<file path="src/design/cbmt_pkg.sv">
// Package for the counter bank with maximum tracking.
// Holds the operation codes and the input and result beat structs.
// No dependencies.
package cbmt_pkg;

  localparam logic [1:0] KIND_INC  = 2'd0;
  localparam logic [1:0] KIND_DEC  = 2'd1;
  localparam logic [1:0] KIND_CLR  = 2'd2;
  localparam logic [1:0] KIND_READ = 2'd3;

  typedef struct packed {
    logic [1:0] kind;
    logic [5:0] index;
  } cbmt_in_t;

  typedef struct packed {
    logic signed [15:0] value;
    logic signed [15:0] max_value;
    logic [6:0]         max_multiplicity;
    logic               saturated;
  } cbmt_out_t;

endpackage

</file>
<file path="src/design/counter_bank_max_tracker.sv">
// Counter bank with maximum tracking: top level with the counter memory, sequencer and result register.
// Each item is handled as a memory read, then a modify and write back; the result beat is registered.
// Losing the sole maximum holder adds a rescan of all counters through the memory read port.
// After reset a clearing pass zeroes every counter in the memory while in_stall stays high.
// Depends on cbmt_pkg, cbmt_mem and cbmt_ctrl.
module counter_bank_max_tracker import cbmt_pkg::*; #(
  parameter int NUM_COUNTERS = 64,
  parameter int COUNT_BITS   = 16
) (
  input  logic      clk,
  input  logic      rst_n,
  input  logic      in_valid,
  output logic      in_stall,
  input  cbmt_in_t  in_data,
  output logic      out_valid,
  input  logic      out_stall,
  output cbmt_out_t out_data
);

  localparam int AW = $clog2(NUM_COUNTERS);

  logic                  mem_rd_en;
  logic [AW-1:0]         mem_rd_addr;
  logic [COUNT_BITS-1:0] mem_rd_data;
  logic                  mem_wr_en;
  logic [AW-1:0]         mem_wr_addr;
  logic [COUNT_BITS-1:0] mem_wr_data;
  logic                  res_free;
  logic                  res_valid;
  cbmt_out_t             res_data;
  logic                  out_valid_r;
  cbmt_out_t             out_data_r;

  cbmt_mem #(
    .DEPTH (NUM_COUNTERS),
    .WIDTH (COUNT_BITS),
    .AW    (AW)
  ) u_mem (
    .clk     (clk),
    .rd_en   (mem_rd_en),
    .rd_addr (mem_rd_addr),
    .rd_data (mem_rd_data),
    .wr_en   (mem_wr_en),
    .wr_addr (mem_wr_addr),
    .wr_data (mem_wr_data)
  );

  cbmt_ctrl #(
    .NUM_COUNTERS (NUM_COUNTERS),
    .COUNT_BITS   (COUNT_BITS),
    .AW           (AW)
  ) u_ctrl (
    .clk         (clk),
    .rst_n       (rst_n),
    .in_valid    (in_valid),
    .in_stall    (in_stall),
    .in_data     (in_data),
    .mem_rd_en   (mem_rd_en),
    .mem_rd_addr (mem_rd_addr),
    .mem_rd_data (mem_rd_data),
    .mem_wr_en   (mem_wr_en),
    .mem_wr_addr (mem_wr_addr),
    .mem_wr_data (mem_wr_data),
    .res_free    (res_free),
    .res_valid   (res_valid),
    .res_data    (res_data)
  );

  assign res_free = !out_valid_r || !out_stall;

  always_ff @(posedge clk) begin
    if (!rst_n) begin
      out_valid_r <= 1'b0;
    end else if (res_valid) begin
      out_valid_r <= 1'b1;
    end else if (!out_stall) begin
      out_valid_r <= 1'b0;
    end
  end

  always_ff @(posedge clk) begin
    if (res_valid) begin
      out_data_r <= res_data;
    end
  end

  assign out_valid = out_valid_r;
  assign out_data  = out_data_r;

endmodule

</file>
<file path="src/design/cbmt_mem.sv">
// Synchronous single-read, single-write memory holding the counters.
// Read data is registered and appears in the cycle after the read enable.
// No dependencies.
module cbmt_mem #(
  parameter int DEPTH = 64,
  parameter int WIDTH = 16,
  parameter int AW    = $clog2(DEPTH)
) (
  input  logic             clk,
  input  logic             rd_en,
  input  logic [AW-1:0]    rd_addr,
  output logic [WIDTH-1:0] rd_data,
  input  logic             wr_en,
  input  logic [AW-1:0]    wr_addr,
  input  logic [WIDTH-1:0] wr_data
);

  logic [WIDTH-1:0] mem [DEPTH];

  always_ff @(posedge clk) begin
    if (wr_en) begin
      mem[wr_addr] <= wr_data;
    end
  end

  always_ff @(posedge clk) begin
    if (rd_en) begin
      rd_data <= mem[rd_addr];
    end
  end

endmodule

</file>
<file path="src/design/cbmt_ctrl.sv">
// Sequencer for the counter bank: clearing pass, read-modify-write, maximum tracking and rescan.
// Drives the counter memory ports and hands each result to the output register.
// Depends on cbmt_pkg.
module cbmt_ctrl import cbmt_pkg::*; #(
  parameter int NUM_COUNTERS = 64,
  parameter int COUNT_BITS   = 16,
  parameter int AW           = $clog2(NUM_COUNTERS)
) (
  input  logic                  clk,
  input  logic                  rst_n,
  input  logic                  in_valid,
  output logic                  in_stall,
  input  cbmt_in_t              in_data,
  output logic                  mem_rd_en,
  output logic [AW-1:0]         mem_rd_addr,
  input  logic [COUNT_BITS-1:0] mem_rd_data,
  output logic                  mem_wr_en,
  output logic [AW-1:0]         mem_wr_addr,
  output logic [COUNT_BITS-1:0] mem_wr_data,
  input  logic                  res_free,
  output logic                  res_valid,
  output cbmt_out_t             res_data
);

  localparam int HW = $clog2(NUM_COUNTERS + 1);
  localparam logic [AW-1:0] LAST = AW'(NUM_COUNTERS - 1);
  localparam logic signed [COUNT_BITS-1:0] TOP = {1'b0, {(COUNT_BITS-1){1'b1}}};
  localparam logic signed [COUNT_BITS-1:0] BOT = {1'b1, {(COUNT_BITS-1){1'b0}}};
  localparam logic signed [COUNT_BITS-1:0] ONE = COUNT_BITS'(1);

  typedef enum logic [4:0] {
    S_CLEAR = 5'b00001,
    S_IDLE  = 5'b00010,
    S_EXEC  = 5'b00100,
    S_SCAN  = 5'b01000,
    S_DONE  = 5'b10000
  } state_t;

  state_t                        state_r, state_nxt;
  logic [AW-1:0]                 ptr_r, ptr_nxt;
  logic                          issuing_r, issuing_nxt;
  logic                          scan_vld_r, scan_vld_nxt;
  logic                          scan_last_r, scan_last_nxt;
  logic                          scan_first_r, scan_first_nxt;
  logic signed [COUNT_BITS-1:0]  best_r, best_nxt;
  logic [HW-1:0]                 cnt_r, cnt_nxt;
  logic signed [COUNT_BITS-1:0]  cur_max_r, cur_max_nxt;
  logic [HW-1:0]                 holders_r, holders_nxt;
  logic signed [COUNT_BITS-1:0]  val_r, val_nxt;
  logic                          sat_r, sat_nxt;
  logic                          oor_r;
  logic [1:0]                    kind_r;
  logic [AW-1:0]                 addr_r;

  logic                          accept;
  logic                          in_oor;
  logic [31:0]                   idx_ext;
  logic signed [COUNT_BITS-1:0]  oldv;
  logic signed [COUNT_BITS-1:0]  newv;
  logic                          op_sat;
  logic signed [COUNT_BITS-1:0]  best_upd;
  logic [HW-1:0]                 cnt_upd;
  logic [31:0]                   val_ext;
  logic [31:0]                   max_ext;
  logic [31:0]                   hold_ext;

  assign idx_ext  = 32'(in_data.index);
  assign in_oor   = idx_ext >= 32'(NUM_COUNTERS);
  assign in_stall = (state_r != S_IDLE);
  assign accept   = in_valid && (state_r == S_IDLE);
  assign oldv     = $signed(mem_rd_data);

  always_comb begin
    newv   = oldv;
    op_sat = 1'b0;
    case (kind_r)
      KIND_INC: begin
        if (oldv >= TOP) begin
          op_sat = 1'b1;
        end else begin
          newv = oldv + ONE;
        end
      end
      KIND_DEC: begin
        if (oldv <= BOT) begin
          op_sat = 1'b1;
        end else begin
          newv = oldv - ONE;
        end
      end
      KIND_CLR: newv = '0;
      KIND_READ: newv = oldv;
      default: newv = oldv;
    endcase
  end

  always_comb begin
    if (scan_first_r || (oldv > best_r)) begin
      best_upd = oldv;
      cnt_upd  = HW'(1);
    end else if (oldv == best_r) begin
      best_upd = best_r;
      cnt_upd  = cnt_r + HW'(1);
    end else begin
      best_upd = best_r;
      cnt_upd  = cnt_r;
    end
  end

  always_comb begin
    state_nxt      = state_r;
    ptr_nxt        = ptr_r;
    issuing_nxt    = issuing_r;
    scan_vld_nxt   = 1'b0;
    scan_last_nxt  = 1'b0;
    scan_first_nxt = scan_first_r;
    best_nxt       = best_r;
    cnt_nxt        = cnt_r;
    cur_max_nxt    = cur_max_r;
    holders_nxt    = holders_r;
    val_nxt        = val_r;
    sat_nxt        = sat_r;
    mem_rd_en      = 1'b0;
    mem_rd_addr    = idx_ext[AW-1:0];
    mem_wr_en      = 1'b0;
    mem_wr_addr    = addr_r;
    mem_wr_data    = newv;
    res_valid      = 1'b0;

    unique case (state_r)
      S_CLEAR: begin
        mem_wr_en   = 1'b1;
        mem_wr_addr = ptr_r;
        mem_wr_data = '0;
        ptr_nxt     = ptr_r + AW'(1);
        if (ptr_r == LAST) begin
          state_nxt = S_IDLE;
        end
      end
      S_IDLE: begin
        if (accept) begin
          mem_rd_en = !in_oor;
          state_nxt = S_EXEC;
        end
      end
      S_EXEC: begin
        val_nxt = oor_r ? '0 : newv;
        sat_nxt = oor_r ? 1'b0 : op_sat;
        if (!oor_r) begin
          mem_wr_en = 1'b1;
        end
        state_nxt = S_DONE;
        if (!oor_r && (newv > oldv)) begin
          if (newv > cur_max_r) begin
            cur_max_nxt = newv;
            holders_nxt = HW'(1);
          end else if ((newv == cur_max_r) && (oldv != cur_max_r)) begin
            holders_nxt = holders_r + HW'(1);
          end
        end else if (!oor_r && (newv < oldv)) begin
          if ((oldv == cur_max_r) && (newv != cur_max_r)) begin
            if (holders_r > HW'(1)) begin
              holders_nxt = holders_r - HW'(1);
            end else begin
              state_nxt      = S_SCAN;
              ptr_nxt        = '0;
              issuing_nxt    = 1'b1;
              scan_first_nxt = 1'b1;
            end
          end
        end
        if ((state_nxt == S_DONE) && res_free) begin
          res_valid = 1'b1;
          state_nxt = S_IDLE;
        end
      end
      S_SCAN: begin
        mem_rd_en   = issuing_r;
        mem_rd_addr = ptr_r;
        if (issuing_r) begin
          ptr_nxt       = ptr_r + AW'(1);
          scan_vld_nxt  = 1'b1;
          scan_last_nxt = (ptr_r == LAST);
          if (ptr_r == LAST) begin
            issuing_nxt = 1'b0;
          end
        end
        if (scan_vld_r) begin
          best_nxt       = best_upd;
          cnt_nxt        = cnt_upd;
          scan_first_nxt = 1'b0;
        end
        if (scan_vld_r && scan_last_r) begin
          cur_max_nxt = best_upd;
          holders_nxt = cnt_upd;
          if (res_free) begin
            res_valid = 1'b1;
            state_nxt = S_IDLE;
          end else begin
            state_nxt = S_DONE;
          end
        end
      end
      S_DONE: begin
        if (res_free) begin
          res_valid = 1'b1;
          state_nxt = S_IDLE;
        end
      end
      default: state_nxt = S_IDLE;
    endcase
  end

  always_comb begin
    val_ext  = 32'(val_nxt);
    max_ext  = 32'(cur_max_nxt);
    hold_ext = 32'(holders_nxt);
    res_data.value            = val_ext[15:0];
    res_data.max_value        = max_ext[15:0];
    res_data.max_multiplicity = hold_ext[6:0];
    res_data.saturated        = sat_nxt;
  end

  always_ff @(posedge clk) begin
    if (!rst_n) begin
      state_r      <= S_CLEAR;
      ptr_r        <= '0;
      issuing_r    <= 1'b0;
      scan_vld_r   <= 1'b0;
      scan_last_r  <= 1'b0;
      scan_first_r <= 1'b0;
      cur_max_r    <= '0;
      holders_r    <= HW'(NUM_COUNTERS);
    end else begin
      state_r      <= state_nxt;
      ptr_r        <= ptr_nxt;
      issuing_r    <= issuing_nxt;
      scan_vld_r   <= scan_vld_nxt;
      scan_last_r  <= scan_last_nxt;
      scan_first_r <= scan_first_nxt;
      cur_max_r    <= cur_max_nxt;
      holders_r    <= holders_nxt;
    end
  end

  always_ff @(posedge clk) begin
    best_r <= best_nxt;
    cnt_r  <= cnt_nxt;
    val_r  <= val_nxt;
    sat_r  <= sat_nxt;
    if (accept) begin
      kind_r <= in_data.kind;
      addr_r <= idx_ext[AW-1:0];
      oor_r  <= in_oor;
    end
  end

endmodule

</file>
<file path="config.mk">
export PLATFORM = sky130hd
export DESIGN_NAME = counter_bank_max_tracker
export DESIGN_NICKNAME = d
export VERILOG_FILES = /design/src/design/cbmt_pkg.sv /design/src/design/counter_bank_max_tracker.sv /design/src/design/cbmt_mem.sv /design/src/design/cbmt_ctrl.sv
export SDC_FILE = /design/constraint.sdc
export NUM_CORES = 2
export LEC_CHECK = 0
export ABC_AREA = 1
export BUFFER_PORTS_ARGS = -buffer_cell sky130_fd_sc_hd__buf_2
export CORE_MARGIN = 2
export CORE_UTILIZATION = 55
export CTS_BUF_LIST = sky130_fd_sc_hd__clkbuf_4 sky130_fd_sc_hd__clkbuf_8
export CTS_CLUSTER_DIAMETER = 50
export DETAILED_ROUTE_END_ITERATION = 10
export PLACE_DENSITY = 0.74
export SLEW_MARGIN = 20
export SYNTH_ARGS = -nofsm -noshare
export SYNTH_HDL_FRONTEND = slang
export SYNTH_HIERARCHICAL = 1
export SYNTH_SLANG_ARGS = --single-unit
</file>
<file path="constraint.sdc">
create_clock -name clk -period 4.95 [get_ports clk]
set_clock_uncertainty 0.1 [all_clocks]
set_input_delay 0.7425 -clock clk [delete_from_list [all_inputs] [get_ports clk]]
set_output_delay 0.7425 -clock clk [all_outputs]
set_load 0.005 [all_outputs]
</file>
Word-level counts from Yosys, hierarchy flattened:

Memory sizes are Yosys's and may differ from the RTL's. A register that Yosys moved wholly into a read port is not among the register bits.
Index checks and enable logic that the tools add are counted.

* add/sub/neg operators: 6
* magnitude comparators: 8
* equal/unequal tests: 27
* mux-type cells: 68
* reductions and logical operators: 23

Operators by type and width (number)
* two-way mux 16 bit: 9
* case mux 16 bit (4 select lines): 1
* two-way mux 7 bit: 9
* two-way mux 5 bit: 11
* equality test 16 bit: 3
* greater-than comparator 16 bit: 3
* two-way mux 6 bit: 7
* != test 16 bit: 2
* case mux 16 bit (2 select lines): 1
* case mux 5 bit (5 select lines): 1
* two-way mux 1 bit: 21
* != test 2 x 1 -> 1 bit, second input constant: 9
* case mux 6 bit (3 select lines): 1
* adder 16 x 2 -> 16 bit, second input constant: 1
* greater-or-equal comparator 16 bit, second input constant: 1
* less-or-equal comparator 16 bit, second input constant: 1
* < comparator 16 bit: 1
* subtractor 16 x 2 -> 16 bit, second input constant: 1
* adder 7 x 1 -> 7 bit, second input constant: 2
* case mux 7 bit (2 select lines): 1
* AND reduction 6 bit: 2
* equality test 5 bit, second input constant: 2
* case mux 1 bit (2 select lines): 5
* greater-or-equal comparator 6 x 7 -> 1 bit, second input constant: 1
* other kinds (23): 36

* register bits: 128
* memory bits (writable): 1024
* input bits: 12
* output and inout port bits: 42
* logic and storage cells: 153
* memories kept: 1

Memory list
* u_mem.mem: depth 64, width 16, rd ports 1, clocked after Yosys merged registers in 1, wr ports 1, line cbmt_mem.sv:18 `logic [WIDTH-1:0] mem [DEPTH];`

Depth between registers and ports, before layout:

* depth in word-level cells: 14
* depth in mapped cells: 30
* mapped depth without buffers: 30

By module:

Netlist, hierarchy kept.

Modules (own cells, without submodules)
* cbmt_mem: times used 1, cells each 3517, area each 42259.3 sq um, seq. area each 31230.0 sq um
* cbmt_ctrl: times used 1, cells each 1224, area each 7976.4 sq um, seq. area each 2031.9 sq um
* counter_bank_max_tracker: times used 1, cells each 45, area each 1243.7 sq um, seq. area each 1221.2 sq um

Worst setup path before layout:

Ideal clock, no wire load.

* path type: reg2reg
* from: reg u_mem.rd_data[1], read port of u_mem.mem
* to: reg out_valid_r, in the netlist out_valid
* library setup time: 0.070 ns
* arrival time: 5.245 ns
* data required time: 4.780 ns
* setup slack: -0.465 ns
* cell stages (with the launch flop): 25
* path buffers: 1
* clock period less this slack: 5.415 ns
* path through: edfxtp_1 -> inv_1 -> ha_1 -> nand3_1 -> nor2_1 -> nand2_2 -> nand2_2 -> inv_2 -> nand2_2 -> nor2_2 -> o21ai_2 -> nor2_4 -> ha_1 -> a21oi_1 -> nand2_1 -> a21oi_2 -> nand3_2 -> nand2_4 -> buf_12 -> inv_6 -> nand3_1 -> nand2_1 -> a21oi_1 -> inv_1 -> a21oi_2

* word-level cells in the longest chain between the ends: 14
* elaborated cells on any way between the ends: 24
* those cells by class: add/sub (2); order compare (4); eq/ne (4); mux (10); reduce/logical (4)

Ends and longest elaborated chain
* from (decl): line cbmt_mem.sv:12 `output logic [WIDTH-1:0] rd_data,`
* parallel branches: the longest is 7 deep, another holds subtractor 16 x 2 -> 16 bit
* two-way mux 5 bit *: line cbmt_ctrl.sv:153 `if (!oor_r && (newv > oldv)) begin`
* two-way mux 5 bit *: line cbmt_ctrl.sv:130 `unique case (state_r)`
* equality test 5 bit *: line cbmt_ctrl.sv:172 `if ((state_nxt == S_DONE) && res_free) begin`
* logical AND 1 bit *: line cbmt_ctrl.sv:172
* two-way mux 1 bit *: line cbmt_ctrl.sv:172
* case mux 1 bit (3 select lines) *: line cbmt_ctrl.sv:130
* net res_valid: line counter_bank_max_tracker.sv:29 `logic res_valid;`
* != test 2 x 1 -> 1 bit (no line) / two-way mux 1 bit (equally long branches)
* to (signal assigned): line counter_bank_max_tracker.sv:73 `out_valid_r <= 1'b0;`
* to (signal assigned): line counter_bank_max_tracker.sv:75 `out_valid_r <= 1'b1;`
* to (signal assigned): line counter_bank_max_tracker.sv:77 `out_valid_r <= 1'b0;`
* to (decl): line counter_bank_max_tracker.sv:31 `logic out_valid_r;`

Mark *: on every way through the listed nets, which the timed path passes. The select of a mux whose other input is x is not followed.
A chain may end at the register's enable or synchronous reset.

==> run summary <==
===========================================================================================
Result of the run ............................................................ finished clean
Area occupied by registers ................................................... 0.03448 mm^2
Number of distinct standard cells referenced by the synthesized netlist ......           52
I/O Buffers ..................................................................           53
Number of design-rule violations left by the first detailed-router iteration .         4615
Maximum buffer depth of the clock tree .......................................            3
Leakage power ................................................................     21.93 nW
Total via count in the routed design .........................................        36660
Routed wire length ...........................................................     138.6 mm
Number of cells upsized or downsized after cts ...............................            0
Horizontal extent of the die .................................................     309.9 um
Wire length of the first global-routing pass .................................     207.4 mm
CP Max Fanout ................................................................           13
Fraction of the mapped netlist area in adder cells ...........................      0.01361
Ys Warns .....................................................................            6
CTS HTree Levels .............................................................            4
WP data arrival ..............................................................      5.07 ns
CP Capture Type ..............................................................    flip-flop
Xor/xnor share of the synthesized area .......................................     0.007316
Fraction of final layout cells with drive strength greater than 1 ............       0.1206
Clock share of power .........................................................        0.327
Worst Tran Pin Value .........................................................     1.175 ns
Initial Utilization ..........................................................       0.5532
Worst setup path category .................................................... flip-flop to flip-flop
Area of the multi-input gates ................................................ 0.01474 mm^2
Post-synthesis compound-gate area fraction ...................................      0.01575
Area overhead of the layout relative to synthesis ............................       10.70%
Number of buffers inserted during clock tree synthesis .......................          183
Last element of the critical path ............................................  out_data[6]
Total Negative Setup Slacks ..................................................         0 ns
Register-to-Register Path Depth ..............................................           22
DR vias/cell .................................................................        5.795
RSZ-0062 raised after global routing .........................................           no
Post-synthesis share of cell area spent on and, or, nand and nor gates .......       0.2449
Area enclosed by the die boundary ............................................ 0.09606 mm^2
Time the final worst path needs with I/O delays and setup ....................     4.551 ns
Portion of the post-synthesis area used by sequential elements ...............       0.6698
Final period util ............................................................       0.9194
Register-to-Register Setup Slack .............................................      0.40 ns
Final antenna-violating net count ............................................            0
Final setup fails ............................................................            0
Combinational Power Share ....................................................        0.168
Max-cap violation count ......................................................            0
Buffers inserted by post-CTS timing repair ...................................            0
Number of global-route vias before repair ....................................        34360
Cell internal pwr ............................................................    0.01753 W
Remaining Overflow, GRT ......................................................            0
Proportion of power drawn by flip-flops and latches ..........................        0.505
Hold violation total from the final report ...................................            0
Worst vdd rail ir drop .......................................................     318.0 uV
Count of TritonRoute iterations in the first routing pass ....................            6
Post-detailed-placement cell area ............................................ 0.05316 mm^2
Dpl cells ....................................................................         5972
Detailed placer's ending HPWL ................................................     79.96 mm
Multiplexer area fraction after synthesis ....................................    0.0001944
Cell taking the most area after synthesis .................................... sky130_fd_sc_hd__edfxtp_1
Global placement routability congestion ......................................       0.9364
Power spent charging and discharging nets ....................................   0.007374 W
GR Util All Layers ...........................................................       0.2893
Startpoint of the lowest-slack register-to-register path ..................... u_mem/rd_data[8]
Power Dens Cells ............................................................. 437.1 mW/mm^2
Ranking of synthesized cells by area ......................................... sky130_fd_sc_hd__edfxtp_1, sky130_fd_sc_hd__nand2_1, sky130_fd_sc_hd__nand3_1
Filler-free cell count of the finished design ................................         6326
Total standard cell area after synthesis ..................................... 0.05148 mm^2
DRC violation count after routing ............................................            0
Die Span Y ...................................................................     309.9 um
Clk slew on worst S/H paths ..................................................      0.06 ns
CTS tree .....................................................................          yes
Master cell of the clock root buffer ......................................... sky130_fd_sc_hd__clkbuf_8
Reg-to-reg critical path endpoint ............................................  out_data[6]
Initial antenna violation count ..............................................            5
Clock Sinks ..................................................................         1167
Cell types with the highest counts after synthesis ........................... sky130_fd_sc_hd__nand2_1, sky130_fd_sc_hd__edfxtp_1, sky130_fd_sc_hd__nand3_1
Switching fraction of total power ............................................       0.2961
Synth Area per Inst ..........................................................   10.76 um^2
Clock latency at the later pin of the worst-skew pair ........................      0.91 ns
Combinational family with the most area after synthesis ...................... simple AND/OR/NAND/NOR gates
Fin. max-slew vios ...........................................................            0
Final nets ...................................................................         4982
Flip-flop and latch count after synthesis ....................................         1167
Instance count of the mapped netlist .........................................         4786
Classification of the worst-slack hold path .................................. input pin to flip-flop
Async SR Flop Fraction .......................................................            0
Fmax .........................................................................   0.2197 GHz
Launch point of the critical path ............................................ u_mem/rd_data[8]
Number of fill cells .........................................................         7467
Design area .................................................................. 0.05699 mm^2
Number of top-level pins .....................................................           54
Number of nets in the synthesized netlist ....................................         4854
CORE AREA .................................................................... 0.09305 mm^2
Average detailed-routed wire length per instance .............................     21.90 um
Pin count of the biggest net entering global routing .........................          176
Top FF cell, synth ........................................................... sky130_fd_sc_hd__edfxtp_1
Number of flops mapped to enable cells by yosys ..............................         1111
Dominant cell by count in the synthesized netlist ............................ sky130_fd_sc_hd__nand2_1
Core Rows ....................................................................          112
Data required, critical path .................................................      5.47 ns
Startpoint type of the worst setup path ......................................    flip-flop
Fraction of post-synthesis cell area in the top cell type by area ............       0.6481
Worst-case headroom to the max-slew limit ....................................       0.2136
===========================================================================================
-- layout make-up --
class                      count  share of cell area
clock inverter                86             0.01111
timing repair buffer         211             0.03047
antenna                        5           0.0002196
inverter                     195             0.01339
multi-input combinational   3156              0.2586
sequential                  1167              0.6051
clock buffer                 252             0.05361
tap                         1254             0.02753
-- cells by family (layout without fill, tap and decap cells) --
logic type / after synthesis / after routing
and+or+nand+nor: 2916 / 2916
DFF: 1167 / 1167
other: 0 / 5
AOI/OAI and AO/OA: 140 / 140
muxes: 1 / 1
buffers and inverters: 463 / 744
xor gates and xnor gates: 43 / 43
adders and majority gates: 56 / 56
-- sequential cells by signal, summed over array words and instances, names as in the netlist --
name                 flops
u_ctrl/kind_r            2
u_ctrl/ptr_r             6
out_data                40
u_ctrl/state_r           5
u_ctrl/cnt_r             7
out_valid                1
u_ctrl/scan_first_r      1
u_ctrl/cur_max_r        16
u_mem/rd_data           16
u_ctrl/holders_r         7
u_ctrl/scan_last_r       1
u_ctrl/best_r           16
u_ctrl/sat_r             1
u_ctrl/issuing_r         1
u_ctrl/addr_r            6
u_ctrl/scan_vld_r        1
u_mem/mem             1024
u_ctrl/val_r            16
-- worst min path at each step --
stage / start / to / depth (start not counted)
floorplan: u_ctrl/val_r[11] / u_ctrl/val_r[11] / 2
global placement: u_ctrl/val_r[1] / u_ctrl/val_r[1] / 2
finish: in_valid / u_ctrl/state_r[2] / 3
CTS: in_valid / u_ctrl/state_r[2] / 3
detailed placement: u_ctrl/val_r[11] / u_ctrl/val_r[11] / 2
global route: in_valid / u_ctrl/state_r[2] / 3
-- placed cells by master, fill, tap and decap left out, types with 16 or more instances in the layout --
cell                       Yosys  routed
sky130_fd_sc_hd__clkbuf_4      0      66
sky130_fd_sc_hd__inv_2        16      17
sky130_fd_sc_hd__clkbuf_8      0     186
sky130_fd_sc_hd__edfxtp_1   1111    1111
sky130_fd_sc_hd__inv_1       174     171
sky130_fd_sc_hd__a21oi_1      45      43
sky130_fd_sc_hd__xor2_1       38      38
sky130_fd_sc_hd__dfxtp_1      56      56
sky130_fd_sc_hd__buf_4        25     129
sky130_fd_sc_hd__nand4_1      34      34
sky130_fd_sc_hd__clkinv_2      0      20
sky130_fd_sc_hd__ha_1         56      56
sky130_fd_sc_hd__clkinv_1      3      46
sky130_fd_sc_hd__nor2_4        7      19
sky130_fd_sc_hd__o211ai_1     16      16
sky130_fd_sc_hd__nor2_1      173     161
sky130_fd_sc_hd__nor2_2       16      16
sky130_fd_sc_hd__o21ai_0      49      43
sky130_fd_sc_hd__nand3_1     966     966
sky130_fd_sc_hd__buf_2       128      53
sky130_fd_sc_hd__nand2_1    1660    1660
sky130_fd_sc_hd__buf_12        1      16
-- critical path, cell delays in order, from the launching register on --
cell,delay [ns]
sky130_fd_sc_hd__edfxtp_1,0.61
sky130_fd_sc_hd__nor2_1,0.34
sky130_fd_sc_hd__nand2_1,0.16
sky130_fd_sc_hd__nor2_1,0.14
sky130_fd_sc_hd__nand2_1,0.07
sky130_fd_sc_hd__xor2_1,0.14
sky130_fd_sc_hd__nand2_1,0.06
sky130_fd_sc_hd__nand2_1,0.08
sky130_fd_sc_hd__nand2_1,0.06
sky130_fd_sc_hd__nor2_1,0.28
sky130_fd_sc_hd__inv_1,0.14
sky130_fd_sc_hd__ha_1,0.34
sky130_fd_sc_hd__nand2_1,0.11
sky130_fd_sc_hd__o21bai_1,0.13
sky130_fd_sc_hd__nand2_1,0.08
sky130_fd_sc_hd__a21oi_2,0.14
sky130_fd_sc_hd__nand3_2,0.15
sky130_fd_sc_hd__a21oi_4,0.32
sky130_fd_sc_hd__nand2_2,0.24
sky130_fd_sc_hd__nand2_1,0.24
sky130_fd_sc_hd__inv_1,0.14
sky130_fd_sc_hd__nand3_1,0.14
sky130_fd_sc_hd__nand2_1,0.07
-- metal layers --
| metal | vias to the layer above | track usage | part of all wire |
|---|---|---|---|
| met2 | 1975 | 0.4643 | 0.47 |
| li1 | 16800 | - | - |
| met5 | - | 0 | 0 |
| met4 | 0 | 0.1281 | 0.042 |
| met1 | 17570 | 0.3934 | 0.39 |
| met3 | 312 | 0.04543 | 0.093 |
-- metrics by stage --
stage          setup WS (ns)  utilization  power (W)  hold WS (ns)
2_1_floorplan         0.1966            -    0.01499        0.3184
3_3_place_gp          0.6046       0.5707    0.01674        0.3329
3_5_place_dp          0.4671       0.5713    0.01686        0.3374
4_1_cts               0.4629       0.6120    0.02493        0.1131
5_1_grt              0.08688       0.6124    0.02578        0.1697
6_report              0.3992       0.6125    0.02491        0.1894
-- power by group through the flow --
stage | sequential [W] | combinational [W] | clock (W)
floorplan | 0.0128 | 0.00218 | 0
global placement | 0.0128 | 0.00397 | 0
detailed placement | 0.0128 | 0.00407 | 0
CTS | 0.0126 | 0.00409 | 0.00826
global route | 0.0126 | 0.00445 | 0.00870
finish | 0.0126 | 0.00417 | 0.00815
-- timing repair --
item	4_1_cts	5_1_grt
endpoints found under the setup margin	0	0
hold buffers	10	0
hold endpoints to repair	12	0
(Power assumes the default switching activity.)
